### src/hdl/dpq_pkg.sv
`timescale 1ns / 1ps

package dpq_pkg;

  localparam int CAPACITY = 16;
  localparam int CNT_W    = $clog2(CAPACITY + 1);

  localparam int OP_W     = 1;
  localparam int DAY_W    = 5;
  localparam int MONTH_W  = 4;
  localparam int KEY_W    = MONTH_W + DAY_W;
  localparam int STATUS_W = 2;
  localparam int COUNT_W  = 5;

  localparam logic [OP_W-1:0] OP_INSERT = 1'b0;
  localparam logic [OP_W-1:0] OP_PULL   = 1'b1;

  localparam logic [STATUS_W-1:0] ST_OK    = 2'd0;
  localparam logic [STATUS_W-1:0] ST_EMPTY = 2'd1;
  localparam logic [STATUS_W-1:0] ST_FULL  = 2'd2;

  // broadcast to every cell of the chain
  typedef struct packed {
    logic             ins_en;
    logic             pull_en;
    logic [KEY_W-1:0] key;
  } dpq_cmd_t;

endpackage

### src/hdl/dpq_if.sv
`timescale 1ns / 1ps

interface dpq_in_if import dpq_pkg::*; ();
  logic               valid;
  logic               ready;
  logic [OP_W-1:0]    opcode;
  logic [DAY_W-1:0]   day;
  logic [MONTH_W-1:0] month;

  modport source (output valid, opcode, day, month, input ready);
  modport sink   (input valid, opcode, day, month, output ready);
endinterface

interface dpq_out_if import dpq_pkg::*; ();
  logic                valid;
  logic                ready;
  logic [STATUS_W-1:0] status;
  logic [DAY_W-1:0]    out_day;
  logic [MONTH_W-1:0]  out_month;
  logic [COUNT_W-1:0]  count;
  logic                is_empty;

  modport source (output valid, status, out_day, out_month, count, is_empty, input ready);
  modport sink   (input valid, status, out_day, out_month, count, is_empty, output ready);
endinterface

### src/hdl/dpq_cell.sv
`timescale 1ns / 1ps

module dpq_cell import dpq_pkg::*; (
  input  logic             clk_i,
  input  dpq_cmd_t         cmd_i,
  input  logic [CNT_W-1:0] count_i,
  input  logic [CNT_W-1:0] index_i,
  input  logic [KEY_W-1:0] prev_key_i,
  input  logic             prev_le_i,
  input  logic [KEY_W-1:0] next_key_i,
  output logic [KEY_W-1:0] key_o,
  output logic             le_o
);

  logic [KEY_W-1:0] key_q, key_d;
  logic             occ;

  assign occ   = index_i < count_i;
  assign le_o  = occ && (key_q <= cmd_i.key);
  assign key_o = key_q;

  // on insert keep entries up to the insertion point, take the new key there, shift up beyond it; on pull shift down
  always_comb begin
    key_d = key_q;
    if (cmd_i.ins_en) begin
      if (!le_o) begin
        key_d = prev_le_i ? cmd_i.key : prev_key_i;
      end
    end else if (cmd_i.pull_en) begin
      key_d = next_key_i;
    end
  end

  always_ff @(posedge clk_i) begin
    key_q <= key_d;
  end

endmodule

### src/hdl/date_priority_queue.sv
`timescale 1ns / 1ps
// The result of an item is registered and valid in the cycle after the item is accepted.
// Throughput: one insert or pull per cycle while results are taken; every cell of
// the chain compares its key with the new date in parallel, so the next item
// depends only on that one registered update of the cells.
// Reset clears the entry count and the result valid flag; stored dates and result fields are not cleared.

module date_priority_queue import dpq_pkg::*; (
  input  logic       clk_i,
  input  logic       rst_ni,
  dpq_in_if.sink     in_i,
  dpq_out_if.source  out_o
);

  logic [CNT_W-1:0] count_q, count_d;
  logic             out_valid_q;
  logic [STATUS_W-1:0] status_q, status_d;
  logic [DAY_W-1:0]    day_q, day_d;
  logic [MONTH_W-1:0]  month_q, month_d;

  logic     accept, full, empty;
  dpq_cmd_t cmd;

  logic [KEY_W-1:0] cell_key [CAPACITY];
  logic             cell_le  [CAPACITY];

  assign in_i.ready = !out_valid_q || out_o.ready;
  assign accept     = in_i.valid && in_i.ready;
  assign full       = count_q >= CNT_W'(CAPACITY);
  assign empty      = count_q == '0;

  assign cmd.key     = {in_i.month, in_i.day};
  assign cmd.ins_en  = accept && (in_i.opcode == OP_INSERT) && !full;
  assign cmd.pull_en = accept && (in_i.opcode == OP_PULL) && !empty;

  for (genvar i = 0; i < CAPACITY; i++) begin : g_cell
    logic [KEY_W-1:0] prev_key, next_key;
    logic             prev_le;

    if (i == 0) begin : g_head
      assign prev_key = '0;
      assign prev_le  = 1'b1;
    end else begin : g_body
      assign prev_key = cell_key[i-1];
      assign prev_le  = cell_le[i-1];
    end

    if (i == CAPACITY - 1) begin : g_tail
      assign next_key = '0;
    end else begin : g_mid
      assign next_key = cell_key[i+1];
    end

    dpq_cell u_cell (
      .clk_i      (clk_i),
      .cmd_i      (cmd),
      .count_i    (count_q),
      .index_i    (CNT_W'(i)),
      .prev_key_i (prev_key),
      .prev_le_i  (prev_le),
      .next_key_i (next_key),
      .key_o      (cell_key[i]),
      .le_o       (cell_le[i])
    );
  end

  always_comb begin
    count_d  = count_q;
    status_d = status_q;
    day_d    = day_q;
    month_d  = month_q;
    if (accept) begin
      status_d = ST_OK;
      day_d    = '0;
      month_d  = '0;
      if (in_i.opcode == OP_INSERT) begin
        if (full) begin
          status_d = ST_FULL;
        end else begin
          count_d = count_q + CNT_W'(1);
        end
      end else begin
        if (empty) begin
          status_d = ST_EMPTY;
        end else begin
          count_d = count_q - CNT_W'(1);
          day_d   = cell_key[0][DAY_W-1:0];
          month_d = cell_key[0][KEY_W-1:DAY_W];
        end
      end
    end
  end

  always_ff @(posedge clk_i or negedge rst_ni) begin
    if (!rst_ni) begin
      count_q     <= '0;
      out_valid_q <= 1'b0;
    end else begin
      count_q <= count_d;
      if (accept) begin
        out_valid_q <= 1'b1;
      end else if (out_o.ready) begin
        out_valid_q <= 1'b0;
      end
    end
  end

  always_ff @(posedge clk_i) begin
    status_q <= status_d;
    day_q    <= day_d;
    month_q  <= month_d;
  end

  assign out_o.valid     = out_valid_q;
  assign out_o.status    = status_q;
  assign out_o.out_day   = day_q;
  assign out_o.out_month = month_q;
  assign out_o.count     = COUNT_W'(count_q);
  assign out_o.is_empty  = empty;

  a_count_bound: assert property (@(posedge clk_i) disable iff (!rst_ni)
    count_q <= CNT_W'(CAPACITY))
    else $error("entry count above capacity");

  a_result_follows: assert property (@(posedge clk_i) disable iff (!rst_ni)
    accept |=> out_valid_q)
    else $error("accepted item gave no result");

  a_pull_empty: assert property (@(posedge clk_i) disable iff (!rst_ni)
    accept && (in_i.opcode == OP_PULL) && empty |=> status_q == ST_EMPTY && count_q == '0)
    else $error("pull on empty queue not flagged");

  a_insert_full: assert property (@(posedge clk_i) disable iff (!rst_ni)
    accept && (in_i.opcode == OP_INSERT) && full |=> status_q == ST_FULL && $stable(count_q))
    else $error("insert on full queue not flagged");

endmodule

### src/flat_wrapper.sv
// flat-port wrapper written by rule: the top's interface ports become plain ports
module date_priority_queue_flat import dpq_pkg::*;
  (clk_i, rst_ni, in_i_valid, in_i_opcode, in_i_day, in_i_month, in_i_ready, out_o_valid, out_o_status, out_o_out_day, out_o_out_month, out_o_count, out_o_is_empty, out_o_ready);
  dpq_in_if in_i_i ();
  dpq_out_if out_o_i ();
  input  logic clk_i;
  input  logic rst_ni;
  input wire logic [$bits(in_i_i.valid)-1:0] in_i_valid;
  input wire logic [$bits(in_i_i.opcode)-1:0] in_i_opcode;
  input wire logic [$bits(in_i_i.day)-1:0] in_i_day;
  input wire logic [$bits(in_i_i.month)-1:0] in_i_month;
  output wire logic [$bits(in_i_i.ready)-1:0] in_i_ready;
  output wire logic [$bits(out_o_i.valid)-1:0] out_o_valid;
  output wire logic [$bits(out_o_i.status)-1:0] out_o_status;
  output wire logic [$bits(out_o_i.out_day)-1:0] out_o_out_day;
  output wire logic [$bits(out_o_i.out_month)-1:0] out_o_out_month;
  output wire logic [$bits(out_o_i.count)-1:0] out_o_count;
  output wire logic [$bits(out_o_i.is_empty)-1:0] out_o_is_empty;
  input wire logic [$bits(out_o_i.ready)-1:0] out_o_ready;
  assign in_i_i.valid = in_i_valid;
  assign in_i_i.opcode = in_i_opcode;
  assign in_i_i.day = in_i_day;
  assign in_i_i.month = in_i_month;
  assign in_i_ready = in_i_i.ready;
  assign out_o_valid = out_o_i.valid;
  assign out_o_status = out_o_i.status;
  assign out_o_out_day = out_o_i.out_day;
  assign out_o_out_month = out_o_i.out_month;
  assign out_o_count = out_o_i.count;
  assign out_o_is_empty = out_o_i.is_empty;
  assign out_o_i.ready = out_o_ready;
  date_priority_queue u_core (.clk_i(clk_i), .rst_ni(rst_ni), .in_i(in_i_i), .out_o(out_o_i));
endmodule
### config.mk
export PLATFORM = sky130hd
export DESIGN_NAME = date_priority_queue_flat
export DESIGN_NICKNAME = d
export VERILOG_FILES = /design/src/hdl/dpq_pkg.sv /design/src/hdl/dpq_if.sv /design/src/hdl/dpq_cell.sv /design/src/hdl/date_priority_queue.sv /design/src/flat_wrapper.sv
export SDC_FILE = /design/constraint.sdc
export NUM_CORES = 1
export LEC_CHECK = 0
export ABC_AREA = 1
export BUFFER_PORTS_ARGS = -buffer_cell sky130_fd_sc_hd__buf_2
export CORE_UTILIZATION = 64
export DETAILED_ROUTE_END_ITERATION = 7
export PLACE_DENSITY = 0.82
export SLEW_MARGIN = 20
export SYNTH_ARGS = -nofsm -noshare
export SYNTH_HDL_FRONTEND = slang
export SYNTH_SLANG_ARGS = --single-unit
### constraint.sdc
create_clock -name clk_i -period 3.2 [get_ports clk_i]
set_input_delay 0.8 -clock clk_i [delete_from_list [all_inputs] [get_ports clk_i]]
set_output_delay 0.8 -clock clk_i [all_outputs]
set_load 0.005 [all_outputs]
* Word level (Yosys, flattened, before mapping)
Cells that the tools add are included.
Cells by class: add/sub/neg operators 2, order comparisons 33, equal/unequal tests 18, mux-type cells 71, bitwise operators 1, reductions and logical operators 46
Operators with widths (number):
- $mux 9 | 63
- $le 9x9->1 | 16
- $lt 4x5->1 const A | 8
- $ne 2x2->1 const B | 18
- $reduce_and 2->1 | 16
- $logic_and 1x1->1 | 21
- $lt 3x5->1 const A | 4
- $mux 5 | 3
- $lt 1x5->1 const A | 2
- $lt 2x5->1 const A | 2
- $add 5x1->5 const B | 1
- $ge 5x5->1 const B | 1
- $logic_not 5->1 | 1
- $sub 5x1->5 const B | 1
- $mux 2 | 2
- $reduce_bool 2->1 | 2
- $logic_not 1->1 | 3
- $mux 1 | 3
- $reduce_and 3->1 | 1
- $reduce_or 2->1 | 1
- $logic_or 1x1->1 | 1
- $not 1->1 | 1
Storage, ports and cells: flip-flop bits (word level) 161, output and inout bits 19, logic and storage cells 192

* Longest topological paths before layout
Gate-level depths: netlist (run 1).
word-level depth 7, gate-level depth with buffers 14, gate-level depth less buffers 13

* Cells and area by module
Synthesis (run 1) repeated with hierarchy kept, for this count alone.
Second synthesis, totals: cell total of the unflattened synthesis 1878, area total of the unflattened synthesis 14249.9 um^2
Modules (own cells, without submodules):
- dpq_cell (u_core.g_cell[0].u_cell ...) | times used 15, cells an instance 111, area an instance 834.6 um^2, sequential area each 270.3 um^2
- date_priority_queue | times used 1, cells an instance 102, area an instance 902.1 um^2, sequential area each 480.5 um^2
- dpq_cell (u_core.g_cell[9].u_cell) | times used 1, cells an instance 111, area an instance 829.5 um^2, sequential area each 270.3 um^2

* Worst setup path before layout (run 1)
Ideal clock, no wire load.
kind input-to-reg, start input in_i_month[3], end register u_core.g_cell[2].u_cell.key_q[0] (enable), arrival 2.893 ns, slack 0.002 ns, cell stages on the path 11, cells stage by stage inv_1 > clkbuf_1 > ha_1 > a21oi_1 > nand2_1 > nor2_1 > nand2_1 > nand2_1 > nand2_1 > nand2_1 > nand2_1
Between the ends: word-level cells in the longest chain between the ends 4
Ends and longest elaborated chain:
- start, declared | RTL line flat_wrapper.sv:11 | input wire logic [$bits(in_i_i.month)-1:0] in_i_month;
- $le 9x9->1 | RTL line dpq_cell.sv:19 | assign le_o = occ && (key_q <= cmd_i.key);
- $logic_and 1x1->1 | RTL line dpq_cell.sv:19
- $ne 2x2->1 (no line)
- $reduce_and 2->1 (no line)
- end signal, assigned | RTL line dpq_cell.sv:35 | key_q <= key_d;
- end, declared | RTL line dpq_cell.sv:15 | logic [KEY_W-1:0] key_q, key_d;
No other way between the ends. A chain may end at the register's enable or synchronous reset.

* Worst setup path in the final report (run 1)
start register u_core.count_q[4], in the netlist u_core.out_o.count[4], end output out_o_is_empty
Between the ends: word-level cells in the longest chain between the ends 1
Ends and longest elaborated chain:
- start, declared | RTL line date_priority_queue.sv:15 | logic [CNT_W-1:0] count_q, count_d;
- start signal, assigned | RTL line date_priority_queue.sv:99 | count_q <= count_d;
- $logic_not 5->1 | RTL line date_priority_queue.sv:30 | assign empty = count_q == '0;
- end, declared | RTL line flat_wrapper.sv:18 | output wire logic [$bits(out_o_i.is_empty)-1:0] out_o_is_empty;
No other way between the ends.

==> impl_results.rst, run 1 <==
.. list-table::
   :header-rows: 1

   * - Metric
     - Value
   * - Count of antenna-violating nets left after detailed routing
     - 0
   * - Unrepaired setup endpoints after global routing
     - no
   * - Number of synthesized register bits
     - between 150 and 200
   * - Horizontal die dimension
     - roughly 140 microns
   * - Reg2Reg Launch Point
     - u_core.out_o.count[4]
   * - Area of the mapped netlist
     - between 0.01 and 0.015 sq mm
   * - Worst slack on hold paths
     - between 200 and 250 ps
   * - Final net count
     - roughly 1800
   * - Final count of pins violating max slew
     - 0
   * - Full die area
     - around 0.02 sq mm
   * - Final global-route overflow total
     - 0
   * - Largest fanout on the critical path
     - 14
   * - CP arrival
     - 1770 ps
   * - Hold-fix buffers at CTS
     - 0
   * - Via count of the first global-routing pass
     - about 11000
   * - Pin count of the biggest net entering global routing
     - 64
   * - Count of filler cells inserted in the layout
     - 1455
   * - Average size of a mapped cell
     - roughly 7.5 sq um
   * - Count of unique library cells instantiated by Yosys
     - 31
   * - Mapped Nets
     - 1789
   * - Outcome
     - completed
   * - IO Count
     - 33
   * - Warning count from the yosys run
     - 0
   * - Startpoint types
     - flip-flop
   * - Fraction of the core area covered by cells at the end of the flow
     - 0.724
   * - Area share of xor/xnor cells in the synthesized design
     - 0.00355
   * - Reg2reg path depth
     - 9
   * - Post-Synth Adder-Cell Area
     - 0.141
   * - CP Class
     - reg2out
   * - Final worst clock skew
     - roughly 9.5 ps
   * - Sequential group share of total power
     - 0.373
   * - Terminus of the critical flop-to-flop path
     - u_core.g_cell[8].u_cell.key_o[2]
   * - Count of inserted antenna diode cells
     - 0
   * - Area overhead of the layout relative to synthesis
     - 10.2%
   * - Type of the worst min-delay path
     - in2async
   * - Combinational share of power
     - 0.392
   * - Top cell by count, worst path
     - nand2_4
   * - Gp weighted congestion
     - 0.910
   * - Overall track demand over capacity in global routing
     - 0.339
   * - Via count
     - 11400
   * - Share of the synthesized area in compound gates (AO/OA/AOI/OAI)
     - 0.0368
   * - Switching power share of the total
     - 0.402
   * - Starting DRT DRC Count
     - between 1000 and 1500
   * - Clock group share of total power
     - 0.234
   * - Initial Util
     - 0.657
   * - Internal power
     - around 4.9 mW
   * - Startpoint of the worst setup timing path
     - u_core.out_o.count[4]
   * - Number of vias per cell
     - around 5.9
   * - Number of standard cells after synthesis
     - 1636
   * - H-tree level count
     - 4
   * - Latest clock arrival within the worst-skew pair
     - about 430 ps
   * - List of cells traversed by the critical path
     - inv_2, nand2_4, nor2_8, nand2_4, inv_1, buf_2
   * - Simple logic cell fraction of the synthesized area
     - 0.348
   * - CTS Buffer Depth
     - 2
   * - Layout cell share with drive strength beyond 1
     - 0.0815
   * - Sequential area share after synthesis
     - 0.390
   * - Clock edge transition at the registers on the reported setup and hold paths
     - about 60 ps
   * - Accumulated negative setup slack
     - 0 ps
   * - CTS Root Buffer Type
     - clkbuf_16
   * - Number of buffers inserted during clock tree synthesis
     - 17
   * - Clock sink total
     - between 150 and 200
   * - Routed length per placed instance
     - roughly 17 microns
   * - Worst endpoint required time
     - roughly 2400 ps
   * - Number of search-and-repair iterations in the first detailed-routing pass
     - 6
   * - Number of instances resized during post-cts repair
     - 0
   * - Post-CTS setup buffer count
     - 0
   * - Count of input and output buffers
     - 32
   * - Total half-perimeter wirelength after legalization and detailed placement
     - roughly 24000 microns
   * - Most frequent standard cell in the layout excluding fill and tap cells
     - nand2_1
   * - Worst Max-Slew Pin Slew
     - approximately 700 ps
   * - Switching component of the power
     - between 3 and 4 mW
   * - Worst setup EP type
     - primary output
   * - Critical path's largest stage delay
     - 470 ps
   * - Static leakage power
     - approximately 7 nW
   * - Number of rows created at floorplan
     - 50
   * - Routed wire length
     - 32800 microns
   * - IR drop worst, VDD
     - ~0.0005 V
   * - Power per cell area
     - about 600 mW/mm^2
   * - Antenna violations before repair
     - 0
   * - Portion of netlist area occupied by mux cells
     - 0
   * - Setup Viol. Count Final
     - 0
   * - Count of max-cap constraint violations
     - 0
   * - Final hold violations
     - 0
   * - Slew margin rel.
     - 0.526
   * - Total DRC errors in the routed layout
     - 0
   * - Library cell contributing the largest single delay on the critical path
     - dfrtp_1
   * - Core area
     - around 0.019 sq mm
   * - Dominant combinational cell family by area after synthesis
     - simple AND/OR/NAND/NOR gates
   * - Most frequent cells in the layout
     - 613 x nand2_1, 281 x nand3_1, 203 x inv_1, 155 x edfxtp_1, 139 x ha_1
   * - Vertical die dimension
     - between 100 and 150 microns
   * - Register-to-Register Setup Slack
     - approximately 840 ps
   * - Crit share post-route
     - 0.803
   * - Fmax
     - around 0.39 GHz
   * - TritonCTS clock tree
     - yes
   * - Final critical delay including setup and external delays
     - roughly 2600 ps
   * - First-pass GRT wire length
     - approximately 53000 microns
Yosys cell counts:
| master | instances | area [sq um] |
|---|---|---|
| a21oi_1 | 40 | 200 |
| clkinv_1 | 2 | 7.51 |
| nand3_1 | 281 | 1410 |
| nand3b_1 | 13 | 97.6 |
| inv_2 | 4 | 15.0 |
| nor3_1 | 1 | 5.00 |
| nor2_8 | 1 | 20.0 |
| o21ai_0 | 15 | 75.1 |
| dfrtp_1 | 6 | 150 |
| clkbuf_1 | 21 | 78.8 |
| nand2_2 | 11 | 68.8 |
| nor3_4 | 1 | 16.3 |
| a21o_1 | 14 | 105 |
| a31oi_4 | 1 | 21.3 |
| xor2_1 | 3 | 26.3 |
| nand4_1 | 13 | 81.3 |
| ha_1 | 139 | 1740 |
| xnor2_1 | 2 | 17.5 |
| nor2_2 | 2 | 12.5 |
| nor2_4 | 1 | 11.3 |
| o21ai_2 | 5 | 43.8 |
| nor2_1 | 58 | 218 |
| o32ai_1 | 1 | 8.76 |
| nand2_1 | 613 | 2300 |
| buf_2 | 21 | 105 |
| nand2_4 | 4 | 45.0 |
| clkbuf_2 | 1 | 5.00 |
| inv_1 | 203 | 762 |
| edfxtp_1 | 155 | 4650 |
| buf_4 | 3 | 22.5 |
| nand3_2 | 1 | 10.0 |
worst max-delay path by stage:
stage,to,slack [ps],cells after the start
after floorplan,u_core.g_cell[2].u_cell.key_o[0],2,11
after global placement,u_core.g_cell[9].u_cell.key_o[1],340,12
after detailed placement,u_core.g_cell[12].u_cell.key_o[3],270,12
after CTS,out_o_is_empty,610,6
after global routing,u_core.g_cell[12].u_cell.key_o[0],450,12
final,out_o_is_empty,630,6
power by group through the flow:
stage | Clock [mW] | Sequential (mW) | Combinational, mW
after floorplan | 0 | 2.95 | 2.24
after global placement | 0 | 3.06 | 3.00
after detailed placement | 0 | 3.07 | 3.11
after CTS | 1.90 | 3.03 | 3.15
after global routing | 1.96 | 3.07 | 3.58
final | 1.91 | 3.04 | 3.19
per-stage QoR:
step	instance area, sq um	worst slack [ps]	cells	total power [mW]
global route	13600	448	1939	8.61
detailed placement	13100	266	1907	6.18
global placement	13100	340	1907	6.06
floorplan	12300	1.67	1636	5.19
finish	13600	632	1939	8.14
CTS	13600	611	1939	8.08
registers in the layout, indices dropped and copies added, names as in the netlist:
register and flops:
u_core.out_o.count 5, u_core.out_o.status 2, u_core.out_o.valid 1, u_core.out_o.out_month 4, u_core.out_o.out_day 5, u_core.g_cell.u_cell.key_o 144
worst max-delay path, delay by kind of cell (launching register included):
| family | cells | cell delay [ps] |
|---|---|---|
| buffers and inverters | 3 | 450 |
| flip-flops | 1 | 470 |
| AND/OR/NAND/NOR | 3 | 420 |
per-layer routing:
| layer | global-route usage | routed length, microns |
|---|---|---|
| met4 | 0.140 | 941 |
| met3 | 0.0421 | 2660 |
| met5 | 0 | 0 |
| met1 | 0.443 | 13600 |
| met2 | 0.571 | 15600 |
logic make-up (layout without fill, tap and decap cells):
group	Yosys count	after routing
AOI/OAI and AO/OA	76	76
xor gates and xnor gates	5	5
buffers and inverters	255	324
and+or+nand+nor	1000	1000
DFF	161	161
adders and majority gates	139	139
final cells by class:
class / count / area [sq um] / area share
multi-input combinational: 1220 / 6530 / 0.481
sequential: 161 / 4800 / 0.354
tap: 234 / 293 / 0.0215
clock inverter: 10 / 87.6 / 0.00645
inverter: 209 / 787 / 0.0579
clock buffer: 22 / 444 / 0.0327
timing repair buffer: 83 / 643 / 0.0473
Power figures use the tool's default switching activity.
==> run 2, diff against run 1 <==
Clock period 3.2 ns to 2.6 ns, I/O delays scaled along.
==> impl_results.rst, run 2 (same netlist as run 1, synthesis figures left out) <==
.. list-table::
   :header-rows: 1

   * - Metric
     - Value
   * - Outcome
     - completed
   * - Number of search-and-repair iterations in the first detailed-routing pass
     - 7
   * - Count of filler cells inserted in the layout
     - 1364
   * - Final count of pins violating max slew
     - 0
   * - Worst setup EP type
     - primary output
   * - Type of the worst min-delay path
     - in2async
   * - CP Class
     - reg2out
   * - Final global-route overflow total
     - 0
   * - Most frequent cells in the layout
     - 601 x nand2_1, 281 x nand3_1, 203 x inv_1, 155 x edfxtp_1, 139 x ha_1
   * - Core area
     - around 0.019 sq mm
   * - Number of instances resized during post-cts repair
     - 0
   * - Pin count of the biggest net entering global routing
     - 50
   * - Number of rows created at floorplan
     - 50
   * - Starting DRT DRC Count
     - around 1500
   * - Static leakage power
     - around 7.3 nW
   * - Clock edge transition at the registers on the reported setup and hold paths
     - 70 ps
   * - CP arrival
     - 1790 ps
   * - Top Metal Used
     - met4
   * - Final net count
     - 1880
   * - Flip-flop count of the largest register after layout
     - approximately 140
   * - Overall track demand over capacity in global routing
     - 0.348
   * - Initial Util
     - 0.657
   * - Library cell contributing the largest single delay on the critical path
     - dfrtp_1
   * - Setup Viol. Count Final
     - 0
   * - CTS Root Buffer Type
     - clkbuf_16
   * - Full die area
     - between 0.015 and 0.02 sq mm
   * - Count of inserted antenna diode cells
     - 0
   * - Number of vias per cell
     - slightly below 6
   * - IR drop worst, VDD
     - 0.000734 V
   * - Worst Max-Slew Pin Slew
     - between 600 and 700 ps
   * - Horizontal die dimension
     - 141 microns
   * - Vertical die dimension
     - approximately 140 microns
   * - Via count
     - roughly 12000
   * - Unrepaired setup endpoints after global routing
     - no
   * - Final worst setup slack
     - approximately 160 ps
   * - Clock sink total
     - 161
   * - Met2 Wirelength
     - 15900 microns
   * - Critical path's largest stage delay
     - 490 ps
   * - Met3 wire len
     - around 2800 microns
   * - Pre-CTS setup slack
     - -18.3 ps
   * - Latest clock arrival within the worst-skew pair
     - between 400 and 500 ps
   * - Slew margin rel.
     - 0.596
   * - Final hold violations
     - 0
   * - Startpoint types
     - flip-flop
   * - Count of antenna-violating nets left after detailed routing
     - 0
   * - TritonCTS clock tree
     - yes
   * - Total half-perimeter wirelength after legalization and detailed placement
     - about 23000 microns
   * - CP bufs+invs
     - 3
   * - Total DRC errors in the routed layout
     - 0
   * - Routed wire length
     - 33300 microns
   * - Number of buffers inserted during clock tree synthesis
     - 17
   * - First-pass GRT wire length
     - 54200 microns
   * - Most frequent standard cell in the layout excluding fill and tap cells
     - nand2_1
   * - Met1 layer wirelength in the final routing
     - around 13000 microns
   * - Crit share post-route
     - 0.940
   * - CTS Buffer Depth
     - 2
   * - Top cell by count, worst path
     - nand2_4
   * - Area overhead of the layout relative to synthesis
     - 14.1%
   * - Via count of the first global-routing pass
     - ~11000
   * - Final critical delay including setup and external delays
     - approximately 2400 ps
   * - Power per cell area
     - ~750 mW/mm^2
   * - Fraction of the core area covered by cells at the end of the flow
     - 0.750
   * - Post-CTS setup buffer count
     - 0
   * - Routed length per placed instance
     - ~17 microns
   * - Final worst clock skew
     - ~11 ps
   * - Count of input and output buffers
     - 32
   * - H-tree level count
     - 4
   * - IO Count
     - 33
   * - Worst endpoint required time
     - 1950 ps
   * - Gp weighted congestion
     - ~0.91
   * - Layout cell share with drive strength beyond 1
     - 0.110
   * - Fmax
     - about 0.41 GHz
   * - List of cells traversed by the critical path
     - inv_2, nand2_4, nor2_8, nand2_4, inv_1, buf_2
   * - Largest fanout on the critical path
     - 14
   * - Cell family contributing the most delay on the critical path
     - flip-flops
   * - Hold-fix buffers at CTS
     - 0
   * - Antenna violations before repair
     - 0
   * - Count of max-cap constraint violations
     - 0
-- run 2: cell type report --
| cell class | count | area (sq um) | area share |
|---|---|---|---|
| Timing Repair Buffer | 118 | 1060 | 0.0750 |
| Clock buffer | 17 | 425 | 0.0302 |
| Tap cell | 234 | 293 | 0.0208 |
| Clock inverter | 15 | 145 | 0.0103 |
| Inverter | 209 | 787 | 0.0559 |
| Multi-Input combinational cell | 1220 | 6560 | 0.466 |
| Sequential cell | 161 | 4800 | 0.341 |
-- run 2: metrics by stage --
step / area, sq um / power (mW) / hold WS [ps] / cells / TNS, ps
2_1_floorplan: 12400 / 6.42 / 354 / 1636 / -32.2
3_3_place_gp: 13500 / 7.80 / 492 / 1942 / 0
3_5_place_dp: 13500 / 7.96 / 494 / 1942 / -292
4_1_cts: 14100 / 10.5 / 31.6 / 1974 / 0
5_1_grt: 14100 / 11.2 / 35.4 / 1974 / 0
6_report: 14100 / 10.5 / 29.2 / 1974 / 0
-- run 2: metal layers --
metal	vias to the layer above	GRT usage
li1	5577	-
met3	114	0.0567
met4	0	0.145
met1	5338	0.446
met5	-	0
met2	584	0.588
-- run 2: power breakdown --
group          switching, mW  leakage [nW]  internal [mW]
combinational           2.73          5.45           1.58
clock                   1.16         0.280           1.35
sequential             0.339          1.53           3.38
-- run 2: worst register-to-register path: cells and delay by family (launching register included) --
family	cells	cell delay [ps]
and+or+nand+nor	6	960
buffers and inverters	3	620
DFF	1	490
-- run 2: final timing paths --
check	slack (ps)	depth (start not counted)	start	to
max	160	6	u_core.out_o.count[4]	out_o_is_empty
min	30	1	rst_ni	u_core.out_o.count[3]
max reg2reg	200	9	u_core.out_o.count[4]	u_core.g_cell[0].u_cell.key_o[6]
min reg2reg	530	2	u_core.g_cell[15].u_cell.key_o[1]	u_core.g_cell[14].u_cell.key_o[1]
max in group asynchronous	2410	1	rst_ni	u_core.out_o.valid
min in group clk_i	520	3	in_i_valid	u_core.out_o.valid
